`src/rtl/svzh_pkg.sv`:
```
// Types, constants and helper functions of the 7z start-header validator.
// No dependencies; imported by every module of the block.
`default_nettype none

package svzh_pkg;

    localparam int IDX_W       = 5;
    localparam int QUEUE_DEPTH = 4;
    localparam int QPTR_W      = $clog2(QUEUE_DEPTH);
    localparam int QCNT_W      = $clog2(QUEUE_DEPTH + 1);

    localparam logic [IDX_W-1:0] IDX_SIG_END   = 5'd5;
    localparam logic [IDX_W-1:0] IDX_MAJOR     = 5'd6;
    localparam logic [IDX_W-1:0] IDX_MINOR     = 5'd7;
    localparam logic [IDX_W-1:0] IDX_CRC_FIRST = 5'd12;
    localparam logic [IDX_W-1:0] IDX_OFF_FIRST = 5'd12;
    localparam logic [IDX_W-1:0] IDX_SIZE_FIRST = 5'd20;
    localparam logic [IDX_W-1:0] IDX_TOTAL     = 5'd28;
    localparam logic [IDX_W-1:0] IDX_LAST      = 5'd31;

    localparam logic [35:0] HEADER_LEN   = 36'd32;
    localparam logic [7:0]  MAX_MINOR    = 8'd5;
    localparam logic [31:0] CRC_POLY     = 32'hEDB8_8320;
    localparam logic [31:0] CRC_INIT     = 32'hFFFF_FFFF;

    typedef enum logic [1:0] {
        K_SHORT = 2'd0,
        K_START = 2'd1,
        K_BODY  = 2'd2,
        K_LAST  = 2'd3
    } t_kind;

    typedef enum logic [1:0] {
        ST_NO_MATCH  = 2'd0,
        ST_NEED_MORE = 2'd1,
        ST_PARTIAL   = 2'd2,
        ST_MATCHED   = 2'd3
    } t_status;

    typedef struct packed {
        t_kind            kind;
        logic [IDX_W-1:0] idx;
        logic [7:0]       data_byte;
        logic [39:0]      bytes_available;
        logic             final_chunk;
    } t_item;

    typedef struct packed {
        t_status      status;
        logic [35:0]  match_length;
        logic         crc_ok;
        logic [7:0]   version_major;
        logic [7:0]   version_minor;
        logic [63:0]  hdr_offset;
        logic [63:0]  hdr_size;
    } t_result;

    function automatic logic [7:0] sig_byte(input logic [2:0] pos);
        logic [7:0] v;
        case (pos)
            3'd0:    v = 8'h37;
            3'd1:    v = 8'h7A;
            3'd2:    v = 8'hBC;
            3'd3:    v = 8'hAF;
            3'd4:    v = 8'h27;
            3'd5:    v = 8'h1C;
            default: v = 8'h00;
        endcase
        return v;
    endfunction

    // Reflected CRC-32, one byte per call.
    function automatic logic [31:0] crc_byte(input logic [31:0] crc_in, input logic [7:0] b);
        logic [31:0] c;
        c = crc_in ^ {24'd0, b};
        for (int k = 0; k < 8; k++) begin
            c = c[0] ? ((c >> 1) ^ CRC_POLY) : (c >> 1);
        end
        return c;
    endfunction

    // True when a header field is at most 2^34.
    function automatic logic field_in_range(input logic [63:0] f);
        return (f[63:35] == 29'd0) && (!f[34] || (f[33:0] == 34'd0));
    endfunction

endpackage

`default_nettype wire

```
`src/rtl/seven_zip_header_validator_core.sv`:
```
// Checks candidate 7z start headers fed one byte per item and reports one status per candidate.
// Takes one byte every cycle while the queue has room: the front end tags each byte, a four-entry
// queue decouples it from the back end, and the back end updates the CRC-32 one byte per cycle
// unless a result waits on the output. A result is registered when the byte that causes it (the
// start byte of a candidate with fewer than 32 bytes available, or byte 31 of a full one) leaves
// the queue; the queue absorbs output stalls, and input is held off only when it fills. Bytes
// outside a candidate give no result. Depends on svzh_pkg, svzh_front, svzh_queue and svzh_back.
`default_nettype none

module seven_zip_header_validator_core
    import svzh_pkg::*;
(
    input  wire logic         i_clk,
    input  wire logic         i_rst_n,
    input  wire logic         s_axis_tvalid,
    output      logic         s_axis_tready,
    input  wire logic [47:0]  s_axis_tdata,   // data_byte[7:0], bytes_available[47:8]
    input  wire logic         s_axis_tuser,   // start_req
    input  wire logic         s_axis_tlast,   // final_chunk
    output      logic         m_axis_tvalid,
    input  wire logic         m_axis_tready,
    output      logic [183:0] m_axis_tdata,   // match_length[35:0], crc_ok[36],
                                              // version_major[44:37], version_minor[52:45],
                                              // header_offset[116:53],
                                              // header_size[180:117], zero pad[183:181]
    output      logic [1:0]   m_axis_tuser    // status
);

    logic    accept;
    logic    push;
    t_item   push_item;
    logic    q_full;
    logic    q_valid;
    t_item   q_head;
    logic    pop;
    t_result result;

    assign s_axis_tready = !q_full;
    assign accept        = s_axis_tvalid && s_axis_tready;

    svzh_front u_front (
        .i_clk             (i_clk),
        .i_rst_n           (i_rst_n),
        .i_accept          (accept),
        .i_data_byte       (s_axis_tdata[7:0]),
        .i_start_req       (s_axis_tuser),
        .i_bytes_available (s_axis_tdata[47:8]),
        .i_final_chunk     (s_axis_tlast),
        .o_push            (push),
        .o_item            (push_item)
    );

    svzh_queue u_queue (
        .i_clk   (i_clk),
        .i_rst_n (i_rst_n),
        .i_push  (push),
        .i_item  (push_item),
        .o_full  (q_full),
        .o_valid (q_valid),
        .o_head  (q_head),
        .i_pop   (pop)
    );

    svzh_back u_back (
        .i_clk        (i_clk),
        .i_rst_n      (i_rst_n),
        .i_head_valid (q_valid),
        .i_head       (q_head),
        .o_pop        (pop),
        .o_valid      (m_axis_tvalid),
        .i_ready      (m_axis_tready),
        .o_result     (result)
    );

    assign m_axis_tuser = result.status;
    assign m_axis_tdata = {3'd0,
                           result.hdr_size,
                           result.hdr_offset,
                           result.version_minor,
                           result.version_major,
                           result.crc_ok,
                           result.match_length};

endmodule

`default_nettype wire

```
`src/rtl/svzh_front.sv`:
```
// Front end of the validator: takes input bytes and tags each with its role in a candidate.
// Depends on svzh_pkg; feeds svzh_queue.
`default_nettype none

module svzh_front
    import svzh_pkg::*;
(
    input  wire logic        i_clk,
    input  wire logic        i_rst_n,
    input  wire logic        i_accept,
    input  wire logic [7:0]  i_data_byte,
    input  wire logic        i_start_req,
    input  wire logic [39:0] i_bytes_available,
    input  wire logic        i_final_chunk,
    output      logic        o_push,
    output      t_item       o_item
);

    logic             r_active;
    logic [IDX_W-1:0] r_idx;
    logic             n_active;
    logic [IDX_W-1:0] n_idx;
    logic             short_cand;

    assign short_cand = (i_bytes_available[39:5] == 35'd0);

    always_comb begin
        n_active = r_active;
        n_idx    = r_idx;
        o_push   = 1'b0;
        o_item.kind            = K_BODY;
        o_item.idx             = r_idx;
        o_item.data_byte       = i_data_byte;
        o_item.bytes_available = i_bytes_available;
        o_item.final_chunk     = i_final_chunk;
        if (i_accept) begin
            if (i_start_req) begin
                o_push     = 1'b1;
                o_item.idx = '0;
                if (short_cand) begin
                    o_item.kind = K_SHORT;
                    n_active    = 1'b0;
                end else begin
                    o_item.kind = K_START;
                    n_active    = 1'b1;
                    n_idx       = IDX_W'(1);
                end
            end else if (r_active) begin
                // Bytes outside a candidate are dropped here and never reach the queue.
                o_push = 1'b1;
                if (r_idx == IDX_LAST) begin
                    o_item.kind = K_LAST;
                    n_active    = 1'b0;
                end
                n_idx = r_idx + IDX_W'(1);
            end
        end
    end

    always_ff @(posedge i_clk) begin
        if (!i_rst_n) begin
            r_active <= 1'b0;
            r_idx    <= '0;
        end else begin
            r_active <= n_active;
            r_idx    <= n_idx;
        end
    end

endmodule

`default_nettype wire

```
`src/rtl/svzh_queue.sv`:
```
// Short first-in first-out queue of tagged bytes between front and back ends.
// Depends on svzh_pkg for the entry type and depth.
`default_nettype none

module svzh_queue
    import svzh_pkg::*;
(
    input  wire logic  i_clk,
    input  wire logic  i_rst_n,
    input  wire logic  i_push,
    input  wire t_item i_item,
    output      logic  o_full,
    output      logic  o_valid,
    output      t_item o_head,
    input  wire logic  i_pop
);

    t_item              r_mem [QUEUE_DEPTH];
    logic [QPTR_W-1:0]  r_wr_ptr;
    logic [QPTR_W-1:0]  r_rd_ptr;
    logic [QCNT_W-1:0]  r_count;
    logic               do_push;
    logic               do_pop;

    assign o_full  = (r_count == QCNT_W'(QUEUE_DEPTH));
    assign o_valid = (r_count != '0);
    assign o_head  = r_mem[r_rd_ptr];
    assign do_push = i_push && !o_full;
    assign do_pop  = i_pop && o_valid;

    always_ff @(posedge i_clk) begin
        if (do_push) begin
            r_mem[r_wr_ptr] <= i_item;
        end
    end

    always_ff @(posedge i_clk) begin
        if (!i_rst_n) begin
            r_wr_ptr <= '0;
            r_rd_ptr <= '0;
            r_count  <= '0;
        end else begin
            if (do_push) begin
                r_wr_ptr <= r_wr_ptr + QPTR_W'(1);
            end
            if (do_pop) begin
                r_rd_ptr <= r_rd_ptr + QPTR_W'(1);
            end
            case ({do_push, do_pop})
                2'b10:   r_count <= r_count + QCNT_W'(1);
                2'b01:   r_count <= r_count - QCNT_W'(1);
                default: r_count <= r_count;
            endcase
        end
    end

endmodule

`default_nettype wire

```
`src/rtl/svzh_back.sv`:
```
// Back end of the validator: collects header fields, runs the CRC and forms the status result.
// Depends on svzh_pkg; drains svzh_queue and holds the output register.
`default_nettype none

module svzh_back
    import svzh_pkg::*;
(
    input  wire logic    i_clk,
    input  wire logic    i_rst_n,
    input  wire logic    i_head_valid,
    input  wire t_item   i_head,
    output      logic    o_pop,
    output      logic    o_valid,
    input  wire logic    i_ready,
    output      t_result o_result
);

    logic        r_sig_good;
    logic [31:0] r_crc;
    logic [31:0] r_stored_crc;
    logic [63:0] r_offset;
    logic [63:0] r_size;
    logic [7:0]  r_major;
    logic [7:0]  r_minor;
    logic [39:0] r_avail;
    logic        r_final;
    logic [35:0] r_total;
    logic        r_fields_ok;
    logic        r_out_valid;
    t_result     r_out;

    logic        n_sig_good;
    logic [31:0] n_crc;
    t_result     n_result;
    logic        produces;
    logic        out_free;
    logic        is_start;
    logic [31:0] crc_base;
    logic        sig_base;
    logic [IDX_W-1:0] off_lane;
    logic [IDX_W-1:0] size_lane;
    logic        header_ok;

    assign produces = (i_head.kind == K_SHORT) || (i_head.kind == K_LAST);
    assign out_free = !r_out_valid || i_ready;
    assign o_pop    = i_head_valid && (!produces || out_free);
    assign is_start = (i_head.kind == K_START);
    assign off_lane  = i_head.idx - IDX_OFF_FIRST;
    assign size_lane = i_head.idx - IDX_SIZE_FIRST;

    // A start byte begins from a fresh signature flag and CRC register.
    always_comb begin
        sig_base   = is_start ? 1'b1 : r_sig_good;
        crc_base   = is_start ? CRC_INIT : r_crc;
        n_sig_good = sig_base;
        if (i_head.idx <= IDX_SIG_END) begin
            n_sig_good = sig_base && (i_head.data_byte == sig_byte(i_head.idx[2:0]));
        end
        n_crc = (i_head.idx >= IDX_CRC_FIRST) ? crc_byte(crc_base, i_head.data_byte) : crc_base;
    end

    always_comb begin
        header_ok = r_sig_good && (r_major == 8'd0) && (r_minor <= MAX_MINOR) && r_fields_ok;
        n_result.status        = ST_NO_MATCH;
        n_result.match_length  = '0;
        n_result.crc_ok        = 1'b0;
        n_result.version_major = '0;
        n_result.version_minor = '0;
        n_result.hdr_offset    = '0;
        n_result.hdr_size      = '0;
        if (i_head.kind == K_SHORT) begin
            n_result.status = i_head.final_chunk ? ST_NO_MATCH : ST_NEED_MORE;
        end else begin
            n_result.crc_ok        = ((n_crc ^ CRC_INIT) == r_stored_crc);
            n_result.version_major = r_major;
            n_result.version_minor = r_minor;
            n_result.hdr_offset    = r_offset;
            n_result.hdr_size      = r_size;
            if (!header_ok) begin
                n_result.status = ST_NO_MATCH;
            end else if ({4'd0, r_total} > r_avail) begin
                if (r_final) begin
                    n_result.status       = ST_PARTIAL;
                    n_result.match_length = r_avail[35:0];
                end else begin
                    n_result.status = ST_NEED_MORE;
                end
            end else begin
                n_result.status       = ST_MATCHED;
                n_result.match_length = r_total;
            end
        end
    end

    always_ff @(posedge i_clk) begin
        if (o_pop && (i_head.kind != K_SHORT)) begin
            if (is_start) begin
                r_avail <= i_head.bytes_available;
                r_final <= i_head.final_chunk;
            end
            r_crc <= n_crc;
            case (i_head.idx) inside
                IDX_MAJOR:       r_major <= i_head.data_byte;
                IDX_MINOR:       r_minor <= i_head.data_byte;
                [5'd8:5'd11]:    r_stored_crc[8*i_head.idx[1:0] +: 8] <= i_head.data_byte;
                [5'd12:5'd19]:   r_offset[8*off_lane[2:0] +: 8] <= i_head.data_byte;
                [5'd20:5'd27]:   r_size[8*size_lane[2:0] +: 8] <= i_head.data_byte;
                default:         ;
            endcase
            // Both fields are complete by byte 28, so the length sum is taken there.
            if (i_head.idx == IDX_TOTAL) begin
                r_total     <= HEADER_LEN + {1'b0, r_offset[34:0]} + {1'b0, r_size[34:0]};
                r_fields_ok <= field_in_range(r_offset) && field_in_range(r_size);
            end
        end
        if (o_pop && produces) begin
            r_out <= n_result;
        end
    end

    always_ff @(posedge i_clk) begin
        if (!i_rst_n) begin
            r_sig_good  <= 1'b1;
            r_out_valid <= 1'b0;
        end else begin
            if (o_pop && (i_head.kind != K_SHORT)) begin
                r_sig_good <= n_sig_good;
            end
            if (o_pop && produces) begin
                r_out_valid <= 1'b1;
            end else if (i_ready) begin
                r_out_valid <= 1'b0;
            end
        end
    end

    assign o_valid  = r_out_valid;
    assign o_result = r_out;

endmodule

`default_nettype wire

```
`config.mk`:
```
export PLATFORM = sky130hd
export DESIGN_NAME = seven_zip_header_validator_core
export DESIGN_NICKNAME = d
export VERILOG_FILES = /design/src/rtl/svzh_pkg.sv /design/src/rtl/seven_zip_header_validator_core.sv /design/src/rtl/svzh_front.sv /design/src/rtl/svzh_queue.sv /design/src/rtl/svzh_back.sv
export SDC_FILE = /design/constraint.sdc
export NUM_CORES = 1
export LEC_CHECK = 0
export ABC_AREA = 1
export BUFFER_PORTS_ARGS = -buffer_cell sky130_fd_sc_hd__buf_2
export CORE_UTILIZATION = 55
export DETAILED_ROUTE_END_ITERATION = 12
export PLACE_DENSITY = 0.77
export SKIP_LAST_GASP = 1
export SLEW_MARGIN = 20
export SYNTH_ARGS = -nofsm -noshare
export SYNTH_HDL_FRONTEND = slang
export SYNTH_SLANG_ARGS = --single-unit
```
`constraint.sdc`:
```
create_clock -name i_clk -period 7.7 [get_ports i_clk]
set_input_delay 1.54 -clock i_clk [delete_from_list [all_inputs] [get_ports i_clk]]
set_output_delay 1.54 -clock i_clk [all_outputs]
set_load 0.01 [all_outputs]
```
==> out/results.tsv <==
stage	metric	value	unit
pwr	pwr_density_cell	467	nW/um^2
synthesis	syn-cell-area	32600	sq um
die	io_pins	242	
run	drv.max_cap_violation_count	0	
cells_and_area	n_fill_cell	4477	
synthesis	post_synth_xor_area_fraction	0.0121	
cells_and_area	area_growth_from_synthesis_to_layout	13.2	%
synthesis	number_of_enable_flip_flop_cells_after_synthesis	693	
clock_network	cts_buffers	71	
die	die_area	60300	sq um
global_route	grt_use_met2	0.449	
critical_path	timing.reg2reg.worst_path_depth	9	
clock_network	buffer_count_from_post_cts_setup_fixing	0	
timing	max_slew.worst_pin.slew	0.937	ns
cells_and_area	final_layout_size_suffix_gt1_frac	0.132	
synthesis	synth.yosys.seq_area_share	0.648	
timing	timing.slew.headroom	0.374	
cells_and_area	design_area	37000	sq um
route	drtPass1Iterations	6	
synthesis	synth_top_family_by_area	simple AND/OR/NAND/NOR gates	
clock_network	ctsRootBufferMaster	clkbuf_16	
timing	setup_total_neg_slack	0	ns
timing	timing.final.hold_violations	0	
route	drt-total-wl	82500	um
timing	rsz0062_at_grt	false	
timing	fmaxAchievable	179	MHz
cells_and_area	finish.net_count	3472	
placement	dpl-instance-area	34600	sq um
hold_path	min_delay_path_depth	1	
clock_network	cts_tree	built	
die	chipWidth	246	um
critical_path	worstPathMaxFanout	69	
placement	port_buffers	238	
pwr	power.ir.vdd_worst	381	uV
synthesis	synth_simple_gate_area_frac	0.180	
synthesis	synth_top_flop_cell	edfxtp_1	
route	drt_iter0_markers	2324	
pwr	leakage_dissipation	15.3	nW
global_route	grt_util_met3	0.0403	
clock_network	cts-hold-fix-buffers	0	
global_route	gr-max-usage-layer	met2	
timing	report.final.slew_viol_count	0	
timing	layout_min_cycle_time	5.60	ns
die	floorplan.core_area	58100	sq um
critical_path	crit_required	7.93	ns
placement	globalplace.congestion	0.967	
critical_path	setup.worst_path.class	flip-flop to flip-flop	
synthesis	synth_compound_area_frac	0.0548	
clock_network	clk_latency	0.61	ns
timing	finClkSkew	0.0207	ns
clock_network	clock_path_buffers	3	
synthesis	yosys.cell_types.count	50	
cells_and_area	mostFrequentLayoutCells	edfxtp_1, nand2_1, nor2_1	
run_status	run_status	finished, final reports clean	
route	vias	23177	
timing	layout_worst_path_cycle_share	0.727	
critical_path	critical_path.startpoint_type	flip-flop	
route	drc_errors	0	
route	post_drt_wl_per_cell	20.0	um
critical_path	end_kind	flip-flop	
clock_network	number_of_cells_upsized_or_downsized_after_cts	0	
clock_network	cts-htree-levels	3	
critical_path	worstPathArrival	5.83	ns
clock_network	clk_sinks	710	
die	std_cell_rows	88	
die	die_height	246	um
synthesis	synth_mux_area_frac	0	
synthesis	yosys_warnings	0	
route	drtAntennaViolNets	0	
timing	setup_viol	0	
global_route	grt_util_met1	0.375	
placement	post-dp-hpwl	58600	um
synthesis	synth-adder-area-share	0.0476	
hold_path	hold_path_class	flip-flop to flip-flop	
global_route	grt_start_max_net_pins	92	
synthesis	synth_seq_cells	710	
global_route	via_count_of_the_first_global_routing_pass	21914	
die	start_util	0.562	
global_route	grt_pass1_wl	125000	um
route	detail_route.vias_per_cell	5.63	
synthesis	syn_avg_cell_area	10.7	sq um
global_route	antenna_found_initial	1	
clock_network	worst_setup_hold_path_clk_slew	0.06	ns
global_route	grt-ovfl-total	0	
global_route	global_route_total_usage_across_every_layer	0.273	
synthesis	synth_cells	3053	
synthesis	async_reset_ff_frac	0	
cells_and_area	layout.cells.most_common	edfxtp_1	
==> metrics by stage <==
step                total power, mW  instances  hold slack, ns  setup slack (ns)  utilization
floorplan                      11.4       3055           0.422           0.00208            -
global placement               13.6       3987           0.437              2.27        0.595
detailed placement             13.7       3987           0.449              2.18        0.595
CTS                            17.2       4116           0.460              2.16        0.636
global route                   18.3       4117           0.486              1.64        0.636
finish                         17.3       4117           0.459              2.10        0.636
==> area by class of cell <==
| type | instances | area [sq um] | area share |
|---|---|---|---|
| inverters | 389 | 1470 | 0.0397 |
| flip-flops and latches | 710 | 21200 | 0.572 |
| clock inverters | 42 | 449 | 0.0122 |
| well taps | 765 | 957 | 0.0259 |
| clock buffers | 87 | 1910 | 0.0517 |
| repair buffers | 257 | 1330 | 0.0361 |
| diodes | 1 | 2.50 | 0.0000677 |
| multi-input cells | 1866 | 9680 | 0.262 |
==> per-layer routing <==
layer / vias up / routed length, um
met5: - / 0
met4: 0 / 2120
met3: 141 / 6640
met2: 1049 / 39900
met1: 11100 / 33800
li1: 10887 / -
==> registers in the layout, indices dropped and copies added, names as in the netlist, 32 cells and up, named ones only <==
name / cells
u_back.o_result: 183
u_back.r_avail: 40
u_back.r_crc: 32
u_back.r_offset: 64
u_back.r_size: 64
u_back.r_stored_crc: 32
u_back.r_total: 36
u_queue.r_mem: 224
==> cell families (layout without fill, tap and decap cells) <==
group,after synthesis,after routing
DFF,710,710
buffers and inverters,479,775
AOI/OAI and AO/OA,327,327
and+or+nand+nor,1368,1368
other,1,4
adders and majority gates,123,123
xor gates and xnor gates,45,45
==> worst paths after layout <==
path,startpoint,endpoint,slack [ns]
worst min-delay path,u_queue.r_count[0],u_queue.r_count[0],0.46
worst max-delay path,flip-flop,u_back.r_offset[21],2.10
worst min register to register,u_queue.r_count[0],u_queue.r_count[0],0.46
worst max register to register,flip-flop,u_back.r_offset[21],2.10
==> synthesized netlist by cell type (all sizes together), types with 37 or more instances <==
library cell	n	area, sq um
nand3	170	916
buf	37	223
edfxtp	693	20800
nand4	37	231
o22ai	42	263
o21ai	128	641
ha	121	1510
nor2	452	1710
clkbuf	53	199
nand2	622	2500
inv	385	1450
a21oi	118	591
==> worst max-delay path, cell delays in order, from the launching register on <==
cell      delay (ns)
dfxtp_4         0.67
buf_4           0.65
nand2_1         0.12
nand3_1         0.12
nand2_1         0.53
ha_1            0.99
clkinv_1        0.62
nor2_1          0.63
nand3_1         0.23
nor2_1          0.65
==> report_power, final <==
part           total [mW]  internal [mW]  switching [mW]
logic                7.54           2.01            5.53
registers            6.21           5.83           0.374
clock network        3.51           2.04            1.46
total                17.3           9.89            7.37
Note: power is estimated with default switching activity, not from simulation.
